`config.mk`:
```
export PLATFORM = sky130hd
export DESIGN_NAME = disk_block_to_chs_command
export DESIGN_NICKNAME = d
export VERILOG_FILES = /design/src/sv/dbc_pkg.sv /design/src/sv/disk_block_to_chs_command.sv /design/src/sv/dbc_check.sv /design/src/sv/dbc_divide.sv /design/src/sv/dbc_format.sv
export SDC_FILE = /design/constraint.sdc
export NUM_CORES = 1
export LEC_CHECK = 0
export ABC_AREA = 1
export BUFFER_PORTS_ARGS = -buffer_cell sky130_fd_sc_hd__clkbuf_2
export CAP_MARGIN = 5
export CORE_MARGIN = 2
export CORE_UTILIZATION = 40
export DETAILED_ROUTE_END_ITERATION = 6
export GPL_ROUTABILITY_DRIVEN = 0
export MAX_ROUTING_LAYER = met4
export SETUP_SLACK_MARGIN = 0.02
export SLEW_MARGIN = 20
export SYNTH_ARGS = -nofsm -noshare
export SYNTH_HDL_FRONTEND = slang
export SYNTH_SLANG_ARGS = --single-unit
```
`constraint.sdc`:
```
create_clock -name clk -period 6.05 [get_ports clk]
set_input_delay 0.605 -clock clk [delete_from_list [all_inputs] [get_ports clk]]
set_output_delay 0.605 -clock clk [all_outputs]
set_load 0.02 [all_outputs]
```
`src/sv/dbc_pkg.sv`:
```
`timescale 1ns / 1ps
// Shared types, constants and lookup tables for the disk block to CHS translator.
// Used by every module of the block; depends on nothing.
package dbc_pkg;

  // Disk geometry and unit count.
  localparam int unsigned SECTORS_PER_TRACK  = 12;
  localparam int unsigned HEADS_PER_CYLINDER = 20;
  localparam int unsigned NUM_UNITS          = 4;

  // Field widths at the ports.
  localparam int unsigned BLKIN_W = 24;
  localparam int unsigned UNIT_W  = 3;
  localparam int unsigned PART_W  = 3;
  localparam int unsigned WORD_W  = 16;
  localparam int unsigned CYLO_W  = 9;
  localparam int unsigned HEADO_W = 5;
  localparam int unsigned SECO_W  = 4;

  // Internal widths. An accepted block is below the largest partition size.
  localparam int unsigned MAX_PART_BLOCKS = 97440;
  localparam int unsigned BLK_W   = $clog2(MAX_PART_BLOCKS);
  localparam int unsigned SEC_W   = $clog2(64 + 1);
  localparam int unsigned HD_W    = 5;
  localparam int unsigned CYL_W   = WORD_W;
  localparam int unsigned OFF_W   = 9;

  // Reciprocal division: quotient = (x * RECIP) >> DIV_SHIFT, exact for x < 2**BLK_W
  // and any divisor up to 64.
  localparam int unsigned DIV_SHIFT = BLK_W + 7;
  localparam int unsigned RECIP_W   = DIV_SHIFT + 1;
  localparam int unsigned PROD_W    = BLK_W + RECIP_W;
  localparam int unsigned SPT_RECIP =
    ((1 << DIV_SHIFT) + SECTORS_PER_TRACK - 1) / SECTORS_PER_TRACK;
  localparam int unsigned HPC_RECIP =
    ((1 << DIV_SHIFT) + HEADS_PER_CYLINDER - 1) / HEADS_PER_CYLINDER;

  // Header mark and controller command codes.
  localparam logic [WORD_W-1:0] HDR2_MARK     = 16'o170000;
  localparam logic [WORD_W-1:0] CMD_READ      = 16'o070000;
  localparam logic [WORD_W-1:0] CMD_WRITE     = 16'o130000;
  localparam logic [WORD_W-1:0] CMD_WCHECK    = 16'o071000;
  localparam logic [WORD_W-1:0] CMD_RAW_READ  = 16'o060000;
  localparam logic [WORD_W-1:0] CMD_RAW_WRITE = 16'o110000;

  // Interleave table covers one track of twelve sectors.
  localparam int unsigned ILV_SECTORS = 12;

  // Request after the range check.
  typedef struct packed {
    logic             err;
    logic [BLK_W-1:0] blk;
    logic [OFF_W-1:0] off;
    logic             ilv;
    logic             raw;
    logic             rd;
    logic             wchk;
  } chk_t;

  // Request after geometry translation.
  typedef struct packed {
    logic             err;
    logic [CYL_W-1:0] cyl;
    logic [HD_W-1:0]  hd;
    logic [SEC_W-1:0] sec;
    logic             raw;
    logic             rd;
    logic             wchk;
  } geo_t;

  // Partition size in blocks.
  function automatic logic [BLKIN_W-1:0] part_blocks(input logic [PART_W-1:0] p);
    logic [BLKIN_W-1:0] r;
    unique case (p)
      3'd0:    r = 24'd10080;
      3'd1:    r = 24'd10080;
      3'd2:    r = 24'd77280;
      3'd3:    r = 24'd97440;
      3'd4:    r = 24'd54000;
      3'd5:    r = 24'd65520;
      3'd6:    r = 24'd31680;
      default: r = 24'd2048;
    endcase
    return r;
  endfunction

  // Partition starting cylinder.
  function automatic logic [OFF_W-1:0] part_cyloff(input logic [PART_W-1:0] p);
    logic [OFF_W-1:0] r;
    unique case (p)
      3'd0:    r = 9'd0;
      3'd1:    r = 9'd42;
      3'd2:    r = 9'd84;
      3'd3:    r = 9'd0;
      3'd4:    r = 9'd180;
      3'd5:    r = 9'd0;
      3'd6:    r = 9'd273;
      default: r = 9'd123;
    endcase
    return r;
  endfunction

  // Three-way interleave; sectors past the table pass through unchanged.
  function automatic logic [SEC_W-1:0] ilv_map(input logic [SEC_W-1:0] s);
    logic [SEC_W-1:0] r;
    unique case (s)
      7'd0:    r = 7'd0;
      7'd1:    r = 7'd4;
      7'd2:    r = 7'd8;
      7'd3:    r = 7'd1;
      7'd4:    r = 7'd5;
      7'd5:    r = 7'd9;
      7'd6:    r = 7'd2;
      7'd7:    r = 7'd6;
      7'd8:    r = 7'd10;
      7'd9:    r = 7'd3;
      7'd10:   r = 7'd7;
      7'd11:   r = 7'd11;
      default: r = s;
    endcase
    return r;
  endfunction

endpackage

```
`src/sv/disk_block_to_chs_command.sv`:
```
`timescale 1ns / 1ps
// Top level of the disk block to cylinder/head/sector translator and command builder.
// Depends on dbc_pkg, dbc_check, dbc_divide and dbc_format.
//
//   Channel | Direction | Beat contents
//   --------+-----------+-----------------------------------------------------------
//   in_     | slave     | block, unit, partition (tdata); request flags (tuser)
//   out_    | master    | cylinder, head, sector, header words, command (tdata);
//           |           | out-of-range flag (tuser)
//
// One request enters per cycle while in_tready is high; its result passes through one stage
// each for the range check, the track quotient, the sector and cylinder quotient,
// the head and interleave, and the header and command formatting.
// Reset is synchronous and active low; it empties every stage.
// Each stage holds its beat while the next stage is full and stalled, so a stall on
// out_tready backs up stage by stage and in_tready falls only when all five are full.
module disk_block_to_chs_command (
  input  logic        clk,
  input  logic        rst_n,
  input  logic        in_tvalid,
  output logic        in_tready,
  // [23:0] block_number, [26:24] drive_unit, [29:27] partition, [31:30] zero
  input  logic [31:0] in_tdata,
  // [0] interleave, [1] raw_mode, [2] is_read, [3] write_check
  input  logic [3:0]  in_tuser,
  output logic        out_tvalid,
  input  logic        out_tready,
  // [8:0] cylinder, [13:9] head, [17:14] sector, [33:18] header_word1,
  // [49:34] header_word2, [65:50] header_check, [81:66] command_word, [87:82] zero
  output logic [87:0] out_tdata,
  // [0] out_of_range
  output logic [0:0]  out_tuser
);

  logic          chk_valid, chk_ready;
  dbc_pkg::chk_t chk_data;
  logic          geo_valid, geo_ready;
  dbc_pkg::geo_t geo_data;

  logic [dbc_pkg::CYLO_W-1:0]  res_cyl;
  logic [dbc_pkg::HEADO_W-1:0] res_head;
  logic [dbc_pkg::SECO_W-1:0]  res_sec;
  logic [dbc_pkg::WORD_W-1:0]  res_hw1, res_hw2, res_chk, res_cmd;

  dbc_check u_check (
    .clk     (clk),
    .rst_n   (rst_n),
    .s_valid (in_tvalid),
    .s_ready (in_tready),
    .s_blk   (in_tdata[23:0]),
    .s_unit  (in_tdata[26:24]),
    .s_part  (in_tdata[29:27]),
    .s_ilv   (in_tuser[0]),
    .s_raw   (in_tuser[1]),
    .s_rd    (in_tuser[2]),
    .s_wchk  (in_tuser[3]),
    .m_valid (chk_valid),
    .m_ready (chk_ready),
    .m_data  (chk_data)
  );

  dbc_divide u_divide (
    .clk     (clk),
    .rst_n   (rst_n),
    .s_valid (chk_valid),
    .s_ready (chk_ready),
    .s_data  (chk_data),
    .m_valid (geo_valid),
    .m_ready (geo_ready),
    .m_data  (geo_data)
  );

  dbc_format u_format (
    .clk     (clk),
    .rst_n   (rst_n),
    .s_valid (geo_valid),
    .s_ready (geo_ready),
    .s_data  (geo_data),
    .m_valid (out_tvalid),
    .m_ready (out_tready),
    .m_oor   (out_tuser[0]),
    .m_cyl   (res_cyl),
    .m_head  (res_head),
    .m_sec   (res_sec),
    .m_hw1   (res_hw1),
    .m_hw2   (res_hw2),
    .m_chk   (res_chk),
    .m_cmd   (res_cmd)
  );

  // Pack the result fields from the lowest bit up.
  assign out_tdata = {6'd0, res_cmd, res_chk, res_hw2, res_hw1, res_sec, res_head, res_cyl};

endmodule

```
`src/sv/dbc_check.sv`:
```
`timescale 1ns / 1ps
// First pipeline stage: unit and partition range check, partition offset lookup.
// Depends on dbc_pkg.
module dbc_check (
  input  logic                         clk,
  input  logic                         rst_n,
  input  logic                         s_valid,
  output logic                         s_ready,
  input  logic [dbc_pkg::BLKIN_W-1:0]  s_blk,
  input  logic [dbc_pkg::UNIT_W-1:0]   s_unit,
  input  logic [dbc_pkg::PART_W-1:0]   s_part,
  input  logic                         s_ilv,
  input  logic                         s_raw,
  input  logic                         s_rd,
  input  logic                         s_wchk,
  output logic                         m_valid,
  input  logic                         m_ready,
  output dbc_pkg::chk_t                m_data
);

  logic          valid_r;
  dbc_pkg::chk_t data_r;
  dbc_pkg::chk_t data_nxt;

  // The stage takes a beat when empty or when its contents move on.
  assign s_ready = ~valid_r | m_ready;

  // Reject a unit past the last drive or a block past the partition end.
  always_comb begin
    data_nxt.err  = ({1'b0, s_unit} >= (dbc_pkg::UNIT_W + 1)'(dbc_pkg::NUM_UNITS)) ||
                    (s_blk >= dbc_pkg::part_blocks(s_part));
    data_nxt.blk  = s_blk[dbc_pkg::BLK_W-1:0];
    data_nxt.off  = dbc_pkg::part_cyloff(s_part);
    data_nxt.ilv  = s_ilv;
    data_nxt.raw  = s_raw;
    data_nxt.rd   = s_rd;
    data_nxt.wchk = s_wchk;
  end

  always_ff @(posedge clk) begin
    if (!rst_n) begin
      valid_r <= 1'b0;
    end else if (s_ready) begin
      valid_r <= s_valid;
    end
  end

  always_ff @(posedge clk) begin
    if (s_ready && s_valid) begin
      data_r <= data_nxt;
    end
  end

  assign m_valid = valid_r;
  assign m_data  = data_r;

endmodule

```
`src/sv/dbc_divide.sv`:
```
`timescale 1ns / 1ps
// Three pipeline stages that split a block number into cylinder, head and sector
// by reciprocal multiplication. Depends on dbc_pkg.
module dbc_divide (
  input  logic          clk,
  input  logic          rst_n,
  input  logic          s_valid,
  output logic          s_ready,
  input  dbc_pkg::chk_t s_data,
  output logic          m_valid,
  input  logic          m_ready,
  output dbc_pkg::geo_t m_data
);

  localparam int unsigned BW = dbc_pkg::BLK_W;
  localparam int unsigned PW = dbc_pkg::PROD_W;

  // Stage A holds track = block / sectors per track.
  logic             a_valid_r;
  logic             a_ready;
  dbc_pkg::chk_t    a_req_r;
  logic [BW-1:0]    a_trk_r;
  logic [PW-1:0]    a_prod;

  // Stage B holds the sector and track / heads per cylinder.
  logic             b_valid_r;
  logic             b_ready;
  dbc_pkg::chk_t    b_req_r;
  logic [BW-1:0]    b_trk_r;
  logic [BW-1:0]    b_q_r;
  logic [dbc_pkg::SEC_W-1:0] b_sec_r;
  logic [BW-1:0]    b_rem;
  logic [PW-1:0]    b_prod;

  // Stage C holds the finished geometry.
  logic             c_valid_r;
  logic             c_ready;
  dbc_pkg::geo_t    c_data_r;
  dbc_pkg::geo_t    c_data_nxt;
  logic [BW-1:0]    c_hd;

  assign c_ready = ~c_valid_r | m_ready;
  assign b_ready = ~b_valid_r | c_ready;
  assign a_ready = ~a_valid_r | b_ready;
  assign s_ready = a_ready;

  // Stage A: track by reciprocal multiply.
  assign a_prod = PW'(s_data.blk) * PW'(dbc_pkg::SPT_RECIP);

  always_ff @(posedge clk) begin
    if (!rst_n) begin
      a_valid_r <= 1'b0;
    end else if (a_ready) begin
      a_valid_r <= s_valid;
    end
  end

  always_ff @(posedge clk) begin
    if (a_ready && s_valid) begin
      a_req_r <= s_data;
      a_trk_r <= a_prod[dbc_pkg::DIV_SHIFT +: BW];
    end
  end

  // Stage B: sector as remainder, cylinder quotient by reciprocal multiply.
  assign b_rem  = a_req_r.blk - BW'(a_trk_r * BW'(dbc_pkg::SECTORS_PER_TRACK));
  assign b_prod = PW'(a_trk_r) * PW'(dbc_pkg::HPC_RECIP);

  always_ff @(posedge clk) begin
    if (!rst_n) begin
      b_valid_r <= 1'b0;
    end else if (b_ready) begin
      b_valid_r <= a_valid_r;
    end
  end

  always_ff @(posedge clk) begin
    if (b_ready && a_valid_r) begin
      b_req_r <= a_req_r;
      b_trk_r <= a_trk_r;
      b_sec_r <= b_rem[dbc_pkg::SEC_W-1:0];
      b_q_r   <= b_prod[dbc_pkg::DIV_SHIFT +: BW];
    end
  end

  // Stage C: head as remainder, cylinder offset, optional interleave.
  assign c_hd = b_trk_r - BW'(b_q_r * BW'(dbc_pkg::HEADS_PER_CYLINDER));

  always_comb begin
    c_data_nxt.err  = b_req_r.err;
    c_data_nxt.cyl  = dbc_pkg::CYL_W'(b_req_r.off) + b_q_r[dbc_pkg::CYL_W-1:0];
    c_data_nxt.hd   = c_hd[dbc_pkg::HD_W-1:0];
    c_data_nxt.sec  = (b_req_r.ilv && (b_sec_r < dbc_pkg::SEC_W'(dbc_pkg::ILV_SECTORS)))
                      ? dbc_pkg::ilv_map(b_sec_r) : b_sec_r;
    c_data_nxt.raw  = b_req_r.raw;
    c_data_nxt.rd   = b_req_r.rd;
    c_data_nxt.wchk = b_req_r.wchk;
  end

  always_ff @(posedge clk) begin
    if (!rst_n) begin
      c_valid_r <= 1'b0;
    end else if (c_ready) begin
      c_valid_r <= b_valid_r;
    end
  end

  always_ff @(posedge clk) begin
    if (c_ready && b_valid_r) begin
      c_data_r <= c_data_nxt;
    end
  end

  assign m_valid = c_valid_r;
  assign m_data  = c_data_r;

endmodule

```
`src/sv/dbc_format.sv`:
```
`timescale 1ns / 1ps
// Last pipeline stage: header words, header checksum and command word, held in
// the output register. Depends on dbc_pkg.
module dbc_format (
  input  logic                          clk,
  input  logic                          rst_n,
  input  logic                          s_valid,
  output logic                          s_ready,
  input  dbc_pkg::geo_t                 s_data,
  output logic                          m_valid,
  input  logic                          m_ready,
  output logic                          m_oor,
  output logic [dbc_pkg::CYLO_W-1:0]    m_cyl,
  output logic [dbc_pkg::HEADO_W-1:0]   m_head,
  output logic [dbc_pkg::SECO_W-1:0]    m_sec,
  output logic [dbc_pkg::WORD_W-1:0]    m_hw1,
  output logic [dbc_pkg::WORD_W-1:0]    m_hw2,
  output logic [dbc_pkg::WORD_W-1:0]    m_chk,
  output logic [dbc_pkg::WORD_W-1:0]    m_cmd
);

  localparam int unsigned WW = dbc_pkg::WORD_W;

  logic          valid_r;
  logic          oor_r;
  logic [dbc_pkg::CYLO_W-1:0]  cyl_r;
  logic [dbc_pkg::HEADO_W-1:0] head_r;
  logic [dbc_pkg::SECO_W-1:0]  sec_r;
  logic [WW-1:0] hw1_r, hw2_r, chk_r, cmd_r;
  logic [WW-1:0] hw1, hw2, chk, code, cmd;

  assign s_ready = ~valid_r | m_ready;

  // Header words and their negated-sum check.
  assign hw1 = (WW'(s_data.hd) << 8) + s_data.cyl;
  assign hw2 = dbc_pkg::HDR2_MARK | WW'(s_data.sec);
  assign chk = WW'(0) - hw1 - hw2;

  // Command code; write check applies only to a normal write.
  always_comb begin
    priority if (s_data.raw) begin
      code = s_data.rd ? dbc_pkg::CMD_RAW_READ : dbc_pkg::CMD_RAW_WRITE;
    end else if (s_data.rd) begin
      code = dbc_pkg::CMD_READ;
    end else begin
      code = s_data.wchk ? dbc_pkg::CMD_WCHECK : dbc_pkg::CMD_WRITE;
    end
  end

  assign cmd = code | (WW'(s_data.sec) << 1);

  always_ff @(posedge clk) begin
    if (!rst_n) begin
      valid_r <= 1'b0;
    end else if (s_ready) begin
      valid_r <= s_valid;
    end
  end

  // A rejected request carries only its flag; every other field is zero.
  always_ff @(posedge clk) begin
    if (s_ready && s_valid) begin
      oor_r  <= s_data.err;
      cyl_r  <= s_data.err ? '0 : s_data.cyl[dbc_pkg::CYLO_W-1:0];
      head_r <= s_data.err ? '0 : s_data.hd[dbc_pkg::HEADO_W-1:0];
      sec_r  <= s_data.err ? '0 : s_data.sec[dbc_pkg::SECO_W-1:0];
      hw1_r  <= s_data.err ? '0 : hw1;
      hw2_r  <= s_data.err ? '0 : hw2;
      chk_r  <= s_data.err ? '0 : chk;
      cmd_r  <= s_data.err ? '0 : cmd;
    end
  end

  assign m_valid = valid_r;
  assign m_oor   = oor_r;
  assign m_cyl   = cyl_r;
  assign m_head  = head_r;
  assign m_sec   = sec_r;
  assign m_hw1   = hw1_r;
  assign m_hw2   = hw2_r;
  assign m_chk   = chk_r;
  assign m_cmd   = cmd_r;

endmodule

```
==> qor.yml, run 1 <==
grt_usage_pct: 17.09
yosysTopAreaCellShare_pct: 29.87
floorplan.die.width_microns: 214.3
portBuffers: 109
cp_data_arrival_time_ps: 5820
finalWirelength_mm: 36.92
avgRoutedWirePerCell_microns: 14.29
synth.distinct_cells: 51
initial_core_util_pct: 40.27
first_pass_iters: 5
period_share_pct: 92.89
die_h_microns: 214.3
path_clk_slew_ps: 70
rr_startpoint: "u_check.m_data[17]"
crit_fanout: 5
holdWs_ps: 352.3
fin_setup_tns_ps: 0
crit_slowest_cell: "fa_1"
cts_tree: "built"
wl_met2_mm: 18.35
worst_slew_margin_rel_pct: 29.55
critPathLaunch: "u_check.m_data[17]"
hold_viol: 0
diodes: 0
final_nets: 2454
cts_buffers: 17
ios: 131
worstMarginPinSlew_ps: 1056
path_common_cell: "fa_1"
rows: 77
cts_buffer_depth: 2
cts_setup_buffers: 0
vias: 12274
synth_area_per_cell_sq_um: 9.420
die-area_sq_mm: 0.04592
crit_path_end_kind: "register"
grt_max_degree: 51
wl_met3_mm: 1.205
place_inst: 2552
ys_warn_count: 0
dp_hpwl_mm: 31.69
layout_min_cycle_time_ps: 5620
synthCells: 1878
grt_pass1_wl_mm: 61.09
grt_pass1_vias: 12736
initialDrtViolationCount: 624
synthArstFlopShare_pct: 0
rsz0062_at_grt: "false"
synth_top_area_cell: "edfxtp_1"
ys_seq_elements: 181
cts-root-buf: "clkbuf_16"
vias_per_cell: 4.752
synth_edf_count: 176
hp-class: "input port to register"
layout-drive-gt1-share_pct: 8.840
critPathRequiredTime_ps: 6250
core_area_sq_mm: 0.04393
wl_met1_mm: 16.39
fmax_mhz: 177.9
drtAntennaViolNets: 0
clk_latency_ps: 440
cts.sinks: 181
slowest_delay_ps: 710
drcViolationCount: 0
slew_violations: 0
setup.worst_path.class: "register to register"
setup-violations-final: 0
synth_area_sq_mm: 0.01769
top_layer_used: "met4"
worstHoldStart: "in_tuser[0]"
antenna_found_initial: 0
start_kind: "register"
syn2layout_area_growth_pct: 9.053
synth_ff_type: "edfxtp_1"
ys_seq_area_share_pct: 30.44
post_synth_main_area_contributors: "edfxtp_1, ha_1, fa_1"
ctsResizeCount: 0
final_cells: 2583
overflow: 0
worstPathCellList: "ha_1, inv_1, fa_1, fa_1, inv_1, fa_1, inv_1, fa_1, fa_1, inv_1, ha_1, a21oi_1, o21ai_0, a21oi_2, nor2_1, a21oi_1, nand2_1, nand2_1, nand2_1"
ctsHoldBuffers: 0
htree_levels: 4
cap_violations: 0
status: "completed"
skew_ps: 18.13
-- state kept, by name, indices dropped and copies added (netlist names), 6 cells and up --
register and count:
u_format.m_chk 16, u_divide.a_req_r 20, u_format.m_hw2 7, u_check.m_data 30
u_format.m_cyl 9, u_divide.b_q_r 10, u_format.m_cmd 6, u_divide.a_trk_r 14
u_divide.b_req_r 13, u_divide.m_data 27, u_format.m_hw1 6, u_divide.b_sec_r 7
-- worst max-delay path: cells and delay by family, from the launching register on --
family,cells,cell delay (ps)
adder cells (fa/ha/maj),7,3460
AO/OA/AOI/OAI,4,750
flip-flops,1,530
buffers and inverters,4,370
AND/OR/NAND/NOR,4,260
-- routing by layer --
layer | global-route usage, % | vias up
met5 | - | -
met2 | 29.31 | 258
li1 | - | 6175
met3 | 2.340 | 62
met1 | 20.77 | 5779
met4 | 5.764 | 0
-- cell families (layout without fill, tap and decap cells) --
group                      count (synthesis)  in the layout  share of synthesized area, %
xor gates and xnor gates                  27             27                         1.337
adders and majority gates                435            435                         37.34
AOI/OAI and AO/OA                        221            221                         7.299
DFF                                      181            181                         30.44
buffers and inverters                    512            609                         11.75
and+or+nand+nor                          501            501                         11.81
other                                      1             17                       0.02120
-- Yosys cell counts, types with 6 or more instances --
master	number
buf_4	39
inv_1	460
nor4_1	7
o21a_1	7
a31oi_1	13
nand3_1	50
xor2_1	19
nand4_1	11
a21oi_1	103
fa_1	155
nor2_2	8
nor2_1	144
a21o_1	15
ha_1	280
o21ai_1	7
clkbuf_1	6
xnor2_1	8
nor3_1	16
nand2_1	250
edfxtp_1	176
o21ai_0	45
-- final timing paths --
check                               to  slack [ps]  depth (start not counted)
setup / recovery  u_divide.a_trk_r[11]         430                         19
hold / removal       u_check.m_data[3]         350                          1
setup reg to reg  u_divide.a_trk_r[11]         430                         19
hold reg to reg    u_divide.b_req_r[0]         410                          0
-- cell type report --
class                           instances  area, sq um
Timing Repair Buffer                  115        590.6
Clock buffer                           19        432.9
Multi-Input combinational cell       1201        10300
Inverter                              463         1738
Sequential cell                       181         5385
Clock inverter                         12        105.1
Tap cell                              592        740.7
Fill cell                            4244        24640
-- metrics by stage --
step	util (%)	cell area, sq um	setup WS (ps)
finish	43.91	19290	430.4
global route	43.91	19290	64.69
CTS	43.91	19290	429.8
detailed placement	42.69	18750	437.2
global placement	42.69	18750	488.0
floorplan	-	17750	926.1
-- cells in the final DEF (no fill, tap or decap), drive strengths merged, types with 2 or more instances in the layout --
cell type  Yosys  routed
or2            3       3
ha           280     280
o21bai         4       4
nand4         11      11
nor2         152     152
edfxtp       176     176
xor2          19      19
nand3b         2       2
a211oi         4       4
inv          463     465
dfxtp          5       5
a21boi         2       2
nand3         50      50
clkinvlp       0       3
o21a           7       7
nor3          21      21
o21ai         53      53
xnor2          8       8
clkbuf         7     128
clkinv         0       6
a31o           2       2
o31ai          2       2
nand2        252     252
o211ai         4       4
a31oi         13      13
nor4           7       7
a21o          15      15
o22ai          2       2
fa           155     155
conb           1      17
buf           41       6
a21oi        108     108
and3           2       2
Power of run 1 is not shown: default switching activity piles up to over one toggle a cycle in this logic, so the estimate is an artifact.
==> inputs of run 2 (changes only) <==
--- a/config.mk
+++ b/config.mk
@@ -8,11 +8,14 @@
 export ABC_AREA = 1
 export BUFFER_PORTS_ARGS = -buffer_cell sky130_fd_sc_hd__clkbuf_2
 export CAP_MARGIN = 5
+export CELL_PAD_IN_SITES_DETAIL_PLACEMENT = 1
+export CELL_PAD_IN_SITES_GLOBAL_PLACEMENT = 2
 export CORE_MARGIN = 2
 export CORE_UTILIZATION = 40
 export DETAILED_ROUTE_END_ITERATION = 6
 export GPL_ROUTABILITY_DRIVEN = 0
 export MAX_ROUTING_LAYER = met4
+export PLACE_DENSITY_LB_ADDON = 0.1
 export SETUP_SLACK_MARGIN = 0.02
 export SLEW_MARGIN = 20
 export SYNTH_ARGS = -nofsm -noshare
==> run 2 against run 1 <==
  * Flip-flop and latch count did not move
  * Via count rose by 0.36%
  * Worst setup slack got worse by 43 ps
  * Critical path depth did not move
  * Die area did not move
  * First-iteration DRC count fell by 22%
  * Wire length rose by 16%
  * Register-to-register slack got worse by 40 ps
  * Worst hold slack got worse by 34 ps
==> qor.yml, run 2 (same netlist as run 1, synthesis figures left out) <==
critPathRequiredTime_ps: 6270
initial_core_util_pct: 40.27
drtAntennaViolNets: 0
crit_path_end_kind: "register"
timing.rr.end: "u_divide.a_trk_r[10]"
layout_min_cycle_time_ps: 5663
overflow: 0
finalWirelength_mm: 42.85
portBuffers: 109
top_layer_used: "met4"
dp_hpwl_mm: 37.42
endpoint: "u_divide.a_trk_r[10]"
die-area_sq_mm: 0.04592
worstMarginPinSlew_ps: 1005
crit_slowest_cell: "fa_1"
largest_register_ffs: 30
start_kind: "register"
initialDrtViolationCount: 484
worst_slew_margin_rel_pct: 32.60
syn2layout_area_growth_pct: 9.513
grt_pass1_wl_mm: 70.34
ctsHoldBuffers: 0
status: "completed"
grt_max_degree: 51
final_cells: 2585
place_inst: 2553
worstPathCellList: "ha_1, fa_1, inv_1, fa_1, inv_1, fa_1, inv_1, fa_1, fa_1, inv_1, ha_1, nand2_1, nand2_1, a31oi_1, o211ai_1, a21oi_1, nand2_1, nand2_1, nand2_1"
min_path_cells: 1
cts_buffers: 17
grt_pass1_vias: 13445
avgRoutedWirePerCell_microns: 16.57
slew_violations: 0
final_cell_mix: "inv_1, ha_1, nand2_1"
antenna_found_initial: 0
cts_buffer_depth: 2
regToRegSetupSlack_ps: 390
cap_violations: 0
hold_viol: 0
fmax_mhz: 176.6
n_fill_cell: 5144
fin_util_pct: 44.10
cts-root-buf: "clkbuf_16"
die_h_microns: 214.3
first_pass_iters: 4
cp_data_arrival_time_ps: 5880
slowest_delay_ps: 640
ctsResizeCount: 0
path_clk_slew_ps: 80
final_nets: 2455
reg2reg_depth: 19
wl_met2_mm: 21.90
rr_startpoint: "u_check.m_data[24]"
htree_levels: 4
mostFrequentLayoutCell: "inv_1"
worstHoldStart: "in_tuser[2]"
wl_met3_microns: 861
vias: 12318
diodes: 0
fin_setup_tns_ps: 0
ios: 131
rsz0062_at_grt: "false"
wl_met1_mm: 19.43
cts_setup_buffers: 0
hp-class: "input port to register"
floorplan.die.width_microns: 214.3
critPathLaunch: "u_check.m_data[24]"
clk_latency_ps: 470
drcViolationCount: 0
period_share_pct: 93.60
cts_tree: "built"
cts.sinks: 181
grt_usage_pct: 20.11
setup.worst_path.class: "register to register"
crit_fanout: 4
layout-drive-gt1-share_pct: 9.082
setup-violations-final: 0
rows: 77
vias_per_cell: 4.765
core_area_sq_mm: 0.04393
skew_ps: 21.34
[run 2: worst max-delay path: cells and delay by family (launching register included)]
kind / cells / cell delay (ps)
adders and majority gates: 7 / 3510
AOI/OAI and AO/OA: 3 / 710
DFF: 1 / 470
and+or+nand+nor: 5 / 400
buffers and inverters: 4 / 330
[run 2: per-layer routing]
| metal | track usage [%] | vias to the layer above |
|---|---|---|
| li1 | - | 6189 |
| met1 | 24.63 | 5963 |
| met2 | 35.31 | 127 |
| met3 | 2.284 | 39 |
| met4 | 5.231 | 0 |
| met5 | - | - |
[run 2: stage by stage]
step / hold WS (ps) / instance area (sq um) / setup slack (ps)
floorplan: 400.3 / 17750 / 926.1
global placement: 401.6 / 18770 / 430.5
detailed placement: 406.3 / 18770 / 352.4
CTS: 280.3 / 19370 / 348.6
global route: 295.1 / 19370 / 34.29
finish: 318.0 / 19370 / 387.5
[run 2: area by class of cell]
cell class	instances	area [sq um]	share of cell area (%)
Tap cell	592	740.7	3.823
Inverter	463	1738	8.971
Multi-Input combinational cell	1201	10300	53.19
Sequential cell	181	5385	27.80
Clock inverter	13	163.9	0.8460
Timing Repair Buffer	116	598.1	3.087
Clock buffer	19	442.9	2.286
[run 2: worst min-delay path by stage]
| stage | endpoint |
|---|---|
| 2_1_floorplan | u_divide.a_req_r[0] |
| 3_3_place_gp | u_divide.b_sec_r[0] |
| 3_5_place_dp | u_divide.b_req_r[0] |
| 4_1_cts | u_check.m_data[2] |
| 5_1_grt | u_check.m_data[2] |
| 6_report | u_check.m_data[1] |
Power of run 2 is left out for the same reason.
